===== config.mk =====
export PLATFORM = sky130hd
export DESIGN_NAME = cls_cell
export DESIGN_NICKNAME = d
export VERILOG_FILES = /design/src/cls_pkg.sv /design/src/cls_cell.sv
export SDC_FILE = /design/constraint.sdc
export NUM_CORES = 2
export LEC_CHECK = 0
export BUFFER_PORTS_ARGS = -buffer_cell sky130_fd_sc_hd__buf_2
export CAP_MARGIN = 20
export CORE_UTILIZATION = 35
export DETAILED_ROUTE_END_ITERATION = 10
export GPL_TIMING_DRIVEN = 0
export PLACE_DENSITY = 0.55
export SLEW_MARGIN = 20
export SYNTH_ARGS = -nofsm -noshare
export SYNTH_HDL_FRONTEND = slang
export SYNTH_SLANG_ARGS = --single-unit

===== constraint.sdc =====
create_clock -name clock -period 16.9 [get_ports clock]
set_input_delay 0.845 -clock clock [delete_from_list [all_inputs] [get_ports clock]]
set_output_delay 0.845 -clock clock [all_outputs]
set_load 0.01 [all_outputs]

===== src/cls_pkg.sv =====
// Package for the competitive learning step unit: beat types, cell control
// and compare token types, op codes and fixed widths. No dependencies.
package cls_pkg;

   localparam int DIST_W = 35;
   localparam int IDX_W = 4;
   localparam logic [33:0] DIST_SAT = 34'h3FFFFFFFF;

   localparam logic [1:0] OP_LOAD = 2'd0;
   localparam logic [1:0] OP_TRAIN = 2'd1;
   localparam logic [1:0] OP_CLASSIFY = 2'd2;

   typedef struct packed {
      logic [1:0] op;
      logic [1:0] neuron_index;
      logic signed [15:0] feature_0;
      logic signed [15:0] feature_1;
      logic signed [15:0] feature_2;
      logic signed [15:0] feature_3;
      logic signed [15:0] feature_4;
      logic signed [15:0] feature_5;
      logic signed [15:0] feature_6;
      logic signed [15:0] feature_7;
   } req_type;

   typedef struct packed {
      logic [1:0] winner;
      logic [33:0] min_distance;
      logic signed [15:0] weight_0;
      logic signed [15:0] weight_1;
      logic signed [15:0] weight_2;
      logic signed [15:0] weight_3;
      logic signed [15:0] weight_4;
      logic signed [15:0] weight_5;
      logic signed [15:0] weight_6;
      logic signed [15:0] weight_7;
   } rsp_type;

   typedef struct packed {
      logic load;
      logic clr;
      logic acc;
      logic upd;
   } ctrl_type;

   typedef struct packed {
      logic found;
      logic [DIST_W-1:0] best;
      logic [IDX_W-1:0] idx;
   } token_type;

endpackage


===== src/cls_cell.sv =====
// One neuron cell: holds its weight vector, accumulates its squared distance,
// passes the running minimum to the next cell and applies the learning update.
// Depends on cls_pkg.
module cls_cell #(
   parameter int FEATURES = 8,
   parameter int FIW = 3,
   parameter int ID = 0
) (
   input logic clock,
   input logic reset,
   input cls_pkg::ctrl_type ctrl,
   input logic [1:0] load_idx,
   input logic [FIW-1:0] feat,
   input logic [15:0] lr,
   input logic [cls_pkg::IDX_W-1:0] win,
   input logic signed [15:0] x_vec [FEATURES],
   input cls_pkg::token_type tin,
   output cls_pkg::token_type tout,
   output logic signed [15:0] w_out [FEATURES]
);
   import cls_pkg::*;

   logic signed [15:0] w_ff [FEATURES];
   logic [DIST_W-1:0] acc_ff, acc_in;
   token_type tok_ff, tok_in;
   logic signed [16:0] d;
   logic signed [33:0] sq, p, r;
   logic signed [19:0] step, sum;
   logic signed [15:0] nw;
   logic take;

   always_comb begin
      d = {x_vec[feat][15], x_vec[feat]} - {w_ff[feat][15], w_ff[feat]};
      sq = d * d;
      acc_in = acc_ff + {{(DIST_W-32){1'b0}}, sq[31:0]};
      p = $signed({1'b0, lr}) * d;
      r = p + 34'sd8192;
      step = r[33:14];
      sum = {{4{w_ff[feat][15]}}, w_ff[feat]} + step;
      if (sum > 20'sd32767) begin
         nw = 16'sh7FFF;
      end else if (sum < -20'sd32768) begin
         nw = 16'sh8000;
      end else begin
         nw = sum[15:0];
      end
      take = !tin.found || (acc_ff < tin.best);
      tok_in = take ? {1'b1, acc_ff, IDX_W'(ID)} : tin;
   end

   always_ff @(posedge clock) begin
      if (reset) begin
         tok_ff.found <= 1'b0;
      end else begin
         tok_ff <= tok_in;
      end
      if (ctrl.clr) begin
         acc_ff <= '0;
      end else if (ctrl.acc) begin
         acc_ff <= acc_in;
      end
      if (ctrl.load && ({2'b0, load_idx} == IDX_W'(ID))) begin
         w_ff <= x_vec;
      end else if (ctrl.upd && (win == IDX_W'(ID))) begin
         w_ff[feat] <= nw;
      end
   end

   assign tout = tok_ff;
   assign w_out = w_ff;

endmodule


# [After elaboration in Yosys (flattened, before gate mapping)]
# Cells that the tools add are included.
# W data, S select, Z words.
[totals] output_inout_bits=168 ff_bits=203 word_cells=46 in_bits=199
[classes] order_cmp=5 mux=14 bitwise_logic=1 mul=2 reduce_logical=8 addsub=4
[ops] cell="$mux W128" count=2
[ops] cell="$bwmux W128" count=1
[ops] cell="$mux W16" count=7
[ops] cell="$bmux W16 S3" count=2
[ops] cell="$demux W16 S3" count=1
[ops] cell="$mux W40" count=1
[ops] cell="$add A35 B32 Y35" count=1
[ops] cell="$lt A35 B35 Y1" count=1
[ops] cell="$add A34 B15 Y34 const B" count=1
[ops] cell="$mul A17 B17 Y34" count=1
[ops] cell="$mul A17 B17 Y32" count=1
[ops] cell="$add A20 B20 Y20" count=1
[ops] cell="$gt A20 B16 Y1 const B" count=1
[ops] cell="$lt A20 B16 Y1 const B" count=1
[ops] cell="$sub A16 B16 Y17" count=1
[ops] cell="$ge A4 B4 Y1 const B" count=1
[ops] cell="$logic_not A4 Y1" count=1
[ops] cell="$lt A4 B1 Y1 const B" count=1
[ops] cell="$not A3 Y4" count=1
[ops] cell="$logic_and A1 B1 Y1" count=3
[ops] cell="$logic_not A2 Y1" count=1
[ops] cell="$reduce_bool A2 Y1" count=1
[ops] cell="$logic_not A1 Y1" count=1
[ops] cell="$logic_or A1 B1 Y1" count=1

# [Longest topological paths before layout]
[logic_depth] ltp_word=14 ltp_mapped=55 depth_no_buf=48

# [Worst setup path before layout]
# OpenSTA, ideal clock, no wires.
[synth_timing] path_type="input -> register" from="input port feat[1]" to="register w_ff (netlist bit w_out[125]) (data pin)" setup_time_ns=0.257 setup_slack_ns=4.499 arrival_time_ns=12.144 t_required_ns=16.643 cell_stages=49 path_buffers=6 cell_sequence="clkbuf_1 -> clkbuf_1 -> and3b_1 -> clkbuf_1 -> a221o_1 -> nor3_1 -> ha_1 -> nor2b_1 -> o21ai_0 -> a21boi_0 -> o21a_1 -> o21a_1 -> o211ai_1 -> nand3b_1 -> xnor2_1 -> clkinv_1 -> clkbuf_1 -> nand2_1 -> [... 13 more ...] -> nand4_1 -> a221oi_2 -> a31oi_1 -> a21oi_1 -> o21bai_1 -> a21oi_1 -> xnor2_1 -> ha_1 -> buf_1 -> a2111o_1 -> a21o_1 -> a21oi_1 -> a31oi_1 -> o211ai_4 -> xor2_4 -> buf_6 -> o21bai_4 -> a32o_1"
[synth_between] elab_chain_cells=14 elab_cells_between_ends=23 classes_between="3 x add/sub; 1 x mul; 4 x order compare; 13 x mux; 1 x bitwise; 1 x reduce/logical"
[synth_rtl] item="start, declared" line_no="cls_cell.sv:13" text="input logic [FIW-1:0] feat,"
[synth_rtl] item="$not A3 Y4 (not written as such) (*)" line_no="cls_cell.sv:33, cls_cell.sv:39, cls_cell.sv:65"
[synth_rtl] item="$bmux W16 S3, on equally long branches" line_no="cls_cell.sv:33, cls_cell.sv:39"
[synth_rtl] item="$mux W16, on equally long branches (2 in series)" line_no="cls_cell.sv:33, cls_cell.sv:39"
[synth_rtl] item="$sub A16 B16 Y17" line_no="cls_cell.sv:33" text="d = {x_vec[feat][15], x_vec[feat]} - {w_ff[feat][15], w_ff[feat]};"
[synth_rtl] item="$mul A17 B17 Y34" line_no="cls_cell.sv:36" text="p = $signed({1'b0, lr}) * d;"
[synth_rtl] item="$add A34 B15 Y34" line_no="cls_cell.sv:37" text="r = p + 34'sd8192;"
[synth_rtl] item="$add A20 B20 Y20" line_no="cls_cell.sv:39" text="sum = {{4{w_ff[feat][15]}}, w_ff[feat]} + step;"
[synth_rtl] item="$lt A20 B16 Y1" line_no="cls_cell.sv:42" text="end else if (sum < -20'sd32768) begin"
[synth_rtl] item="$mux W16" line_no="cls_cell.sv:42"
[synth_rtl] item="$mux W16" line_no="cls_cell.sv:40" text="if (sum > 20'sd32767) begin"
[synth_rtl] item="$bwmux W128 (*)" line_no="cls_cell.sv:65" text="w_ff[feat] <= nw;"
[synth_rtl] item="$mux W128 (*)" line_no="cls_cell.sv:64" text="end else if (ctrl.upd && (win == IDX_W'(ID))) begin"
[synth_rtl] item="$mux W128 (*)" line_no="cls_cell.sv:62" text="if (ctrl.load && ({2'b0, load_idx} == IDX_W'(ID))) begin"
[synth_rtl] item="end signal, assigned" line_no="cls_cell.sv:63" text="w_ff <= x_vec;"
[synth_rtl] item="end signal, assigned by index" line_no="cls_cell.sv:65"
[synth_rtl] item="end, declared" line_no="cls_cell.sv:23" text="logic signed [15:0] w_ff [FEATURES];"
# Mark *: on every way between the ends. The rest lies on a longest branch, timed or not. The select of a mux whose other input is x is not followed.
# A chain may end at the register's enable or synchronous reset.

# [Final worst setup path]
[layout_timing] from="input port feat[2]" to="register w_ff (netlist bit w_out[5]) (data pin)"
# The elaborated chain is that of the path after synthesis.

==> results.txt <==
----------------------------------------------------
[Timing]
  Worst slew margin relative to its limit ... 0.2726
  Fin crit period ... 16.15 ns
  Number of endpoints failing setup at the final stage ... 0
  Final number of max-transition violations ... 0
  Minimum hold slack ... 0.4409 ns
  Final number of hold-violating endpoints ... 0
  Upper clock frequency limit ... 61.92 MHz
  Largest clock skew in the final design ... ~0.025 ns
  RSZ-0062 raised after global routing ... no
  Worst-Margin Slew ... 1.083 ns
  Final period utilization ... 0.9556
  Final critical-path setup slack ... roughly 0.75 ns

[Clock network]
  Inserted Clock Buffers ... 27
  Clock transition at the register clock pins on the worst setup and hold paths after CTS ... 0.06 ns
  Clk_lat worst skew ... 0.59 ns
  Sinks on Clock Net ... approximately 200
  CTS Root Buffer Type ... clkbuf_16
  Buffer levels on the longest clock path ... 3
  Number of buffers inserted for hold repair after clock tree synthesis ... 0
  CTS tree ... built
  Number of levels the H-tree was split into ... 1

[Placement]
  Final HPWL DP ... roughly 95 mm
  Routability congestion estimate from global placement ... 0.9714
  Placement Setup Slack ... 0.1825 ns
  Port buffer count ... roughly 360

[Logic synthesis]
  Portion of synthesized cell area occupied by the leading cell type ... 0.2832
  Most area-consuming cells after synthesis ... fa_1, edfxtp_1, ha_1, inv_1, a21oi_1
  Synthesized area per cell ... a little over 9 um^2
  Main combinational cell family by area after synthesis ... adder cells
  Most common flop cell mapped by yosys ... edfxtp_1
  Number of flops mapped to enable cells by yosys ... roughly 170
  YS warnings ... 0
  Most common cell in the synthesized netlist ... inv_1
  Count of mapped cells out of synthesis ... 3605
  Most used standard cells in the synthesized netlist ... inv_1, fa_1, ha_1
  Post-synthesis compound-gate area fraction ... 0.1548
  Synth async-reset ratio ... 0
  Register bit total from synthesis ... 203
  Sequential fraction of the synthesis area ... 0.1733
  Cell variety after synth ... 87
  Post-synth top area cell ... fa_1
  Mux share of post-synthesis cell area ... 0.008017
  Post-synthesis cell area ... 33090 um^2
  Synthesized-area fraction occupied by and/or/nand/nor cells ... 0.1372
  Syn nets ... 4576
  Post-synthesis xor/xnor area fraction ... 0.03195
  Adder and majority gate portion of the synthesized area ... 0.3981

[Detailed routing]
  Amount of wire on met2 after detailed routing ... 54.62 mm
  Wire length the detailed router placed on met1 ... 46.88 mm
  Drt pass-1 iters ... 6
  Avg Vias per Cell ... 5.461
  Number of violations reported at the end of detailed-routing iteration 0 ... 2726
  Post-detailed-route count of antenna-violating nets ... 0
  Vias ... 28850
  Wire length per cell ... roughly 22 um
  Highest routing layer actually used ... met4
  Met3 Wirelength ... 10.72 mm
  Post-detailed-route DRC marker count ... 0
  Sum of routed wire length over all layers ... 118.0 mm

[Die]
  Floorplan die area ... 95770 um^2
  Initial core utilization ... 0.3540
  Std cell rows ... around 110
  Width of the die ... 309.5 um
  Boundary pin count ... between 300 and 400
  Core region area ... 93470 um^2
  Vertical extent of the die ... between 300 and 400 um

[Setup path]
  CP peak stage delay ... 0.85 ns
  Highest-delay cell along the critical path ... clkdlybuf4s15_1
  Number of cells on the worst reg-to-reg path ... 48
  Critical Path Sink Type ... flop
  Endpoint of the most critical register-to-register path ... w_out[5]
  Source of the worst register-to-register timing path ... w_out[1]
  R2r setup slk ... 2.85 ns
  Launching element of the worst setup path ... feat[2]
  Data arrival time of the critical path ... 16.45 ns
  Cell type with the highest occurrence count on the critical path ... fa_1
  Required arrival time at the worst endpoint ... 17.20 ns
  Peak fanout along the critical path ... 10
  Worst Setup Path Type ... in -> reg
  Startpoint types ... input port
  Timing endpoint of the critical path ... w_out[5]

[Finish]
  Proportion of layout cells with a drive suffix above 1 ... 0.1202
  Filler Cell Count ... roughly 9600
  Combined flip-flop and latch cell area ... 5736 um^2
  Combined area of the multi-input logic cells ... 24280 um^2
  # nets final ... between 4000 and 5000
  Layout Area Growth over Synthesis ... 13.90%

[GRT]
  Total track usage ... 0.2478
  Maximum number of pins on one net before global-route repair ... 33
  Via count of the first global-routing pass ... 29380
  Wire length of the first global-routing pass ... 178.9 mm
  Total global routing overflow ... 0
  Number of antenna violations at the first check in global routing ... 3

[Min path]
  Hold WC Path Type ... in -> reg
  Count of cells along the worst hold path ... 2

[Run]
  MaxCap Viol Count ... 0

[Outcome]
  Outcome ... complete, no violations

----------------------------------------------------
## kinds of logic (layout without fill, tap and decap cells)
group / Yosys count / after routing
flops: 203 / 203
buf+inv: 826 / 1247
xor+xnor: 116 / 116
compound gates: 737 / 737
other cells: 0 / 2
fa+ha+maj: 772 / 772
mux: 25 / 25
simple gates: 926 / 926
## flip-flops by register name (all words and copies together) (netlist names)
register	flops
tout	40
acc_ff	35
w_out	128
## timing repair
item,in CTS,in global routing
endpoints found under the setup margin,0,58
setup buffers,0,1
resized for setup,0,4
## metrics by stage
step / TNS (ns) / instances / instance area [um^2] / util
after floorplan: 0 / 3605 / 33090 / -
after global placement: -76.32 / 5220 / 36460 / 0.3901
after CTS: 0 / 5279 / 37660 / 0.4029
after global routing: 0 / 5280 / 37680 / 0.4031
after detailed placement: 0 / 5231 / 36810 / 0.3938
final: 0 / 5282 / 37690 / 0.4032
## how the worst min path moves through the flow
stage | startpoint | to | slack, ns
after floorplan | acc_ff[27] | acc_ff[27] | 0.49
after global placement | acc_ff[27] | acc_ff[27] | 0.54
after detailed placement | acc_ff[2] | acc_ff[2] | 0.55
after CTS | reset | tout[39] | 0.41
after global routing | reset | tout[39] | 0.42
final | reset | tout[39] | 0.44
## cell usage in the layout (no fill, tap or decap), drive strengths merged, types with 22 or more instances in the layout
cell,count
nand4,28
buf,406
nand3,52
a311oi,34
xnor2,80
a22oi,92
xor2,36
a22o,30
and2,125
fa,468
or4,39
nor3,28
a32o,40
a21o,58
mux2i,22
nand2,303
nor2b,61
nand2b,28
clkbuf,192
inv,639
edfxtp,167
dfxtp,36
o21a,24
a21oi,238
o211ai,42
nor2,198
ha,304
o21ai,64
## critical path: cells and delay by family
kind / cells / cell delay [ns]
xor+xnor: 3 / 1.19
compound gates: 19 / 5.07
simple gates: 6 / 1.28
buf+inv: 13 / 3.75
fa+ha+maj: 10 / 4.29
## routing by layer
layer,vias up,GRT usage
met1,14100,0.3252
met3,316,0.04194
met5,-,0
li1,12880,-
met4,0,0.1040
met2,1558,0.4027
## final cells by class
class / count / share of cell area
Multi-Input combinational cell: 2576 / 0.6442
Clock buffer: 39 / 0.02048
Tap cell: 1254 / 0.04163
Buffer: 187 / 0.02131
Clock inverter: 9 / 0.002158
Antenna cell: 2 / 0.0001328
Sequential cell: 203 / 0.1522
Timing Repair Buffer: 373 / 0.05422
Inverter: 639 / 0.06365
Power is not shown: default switching activity piles up to over one toggle a cycle in this logic, so the estimate is an artifact.
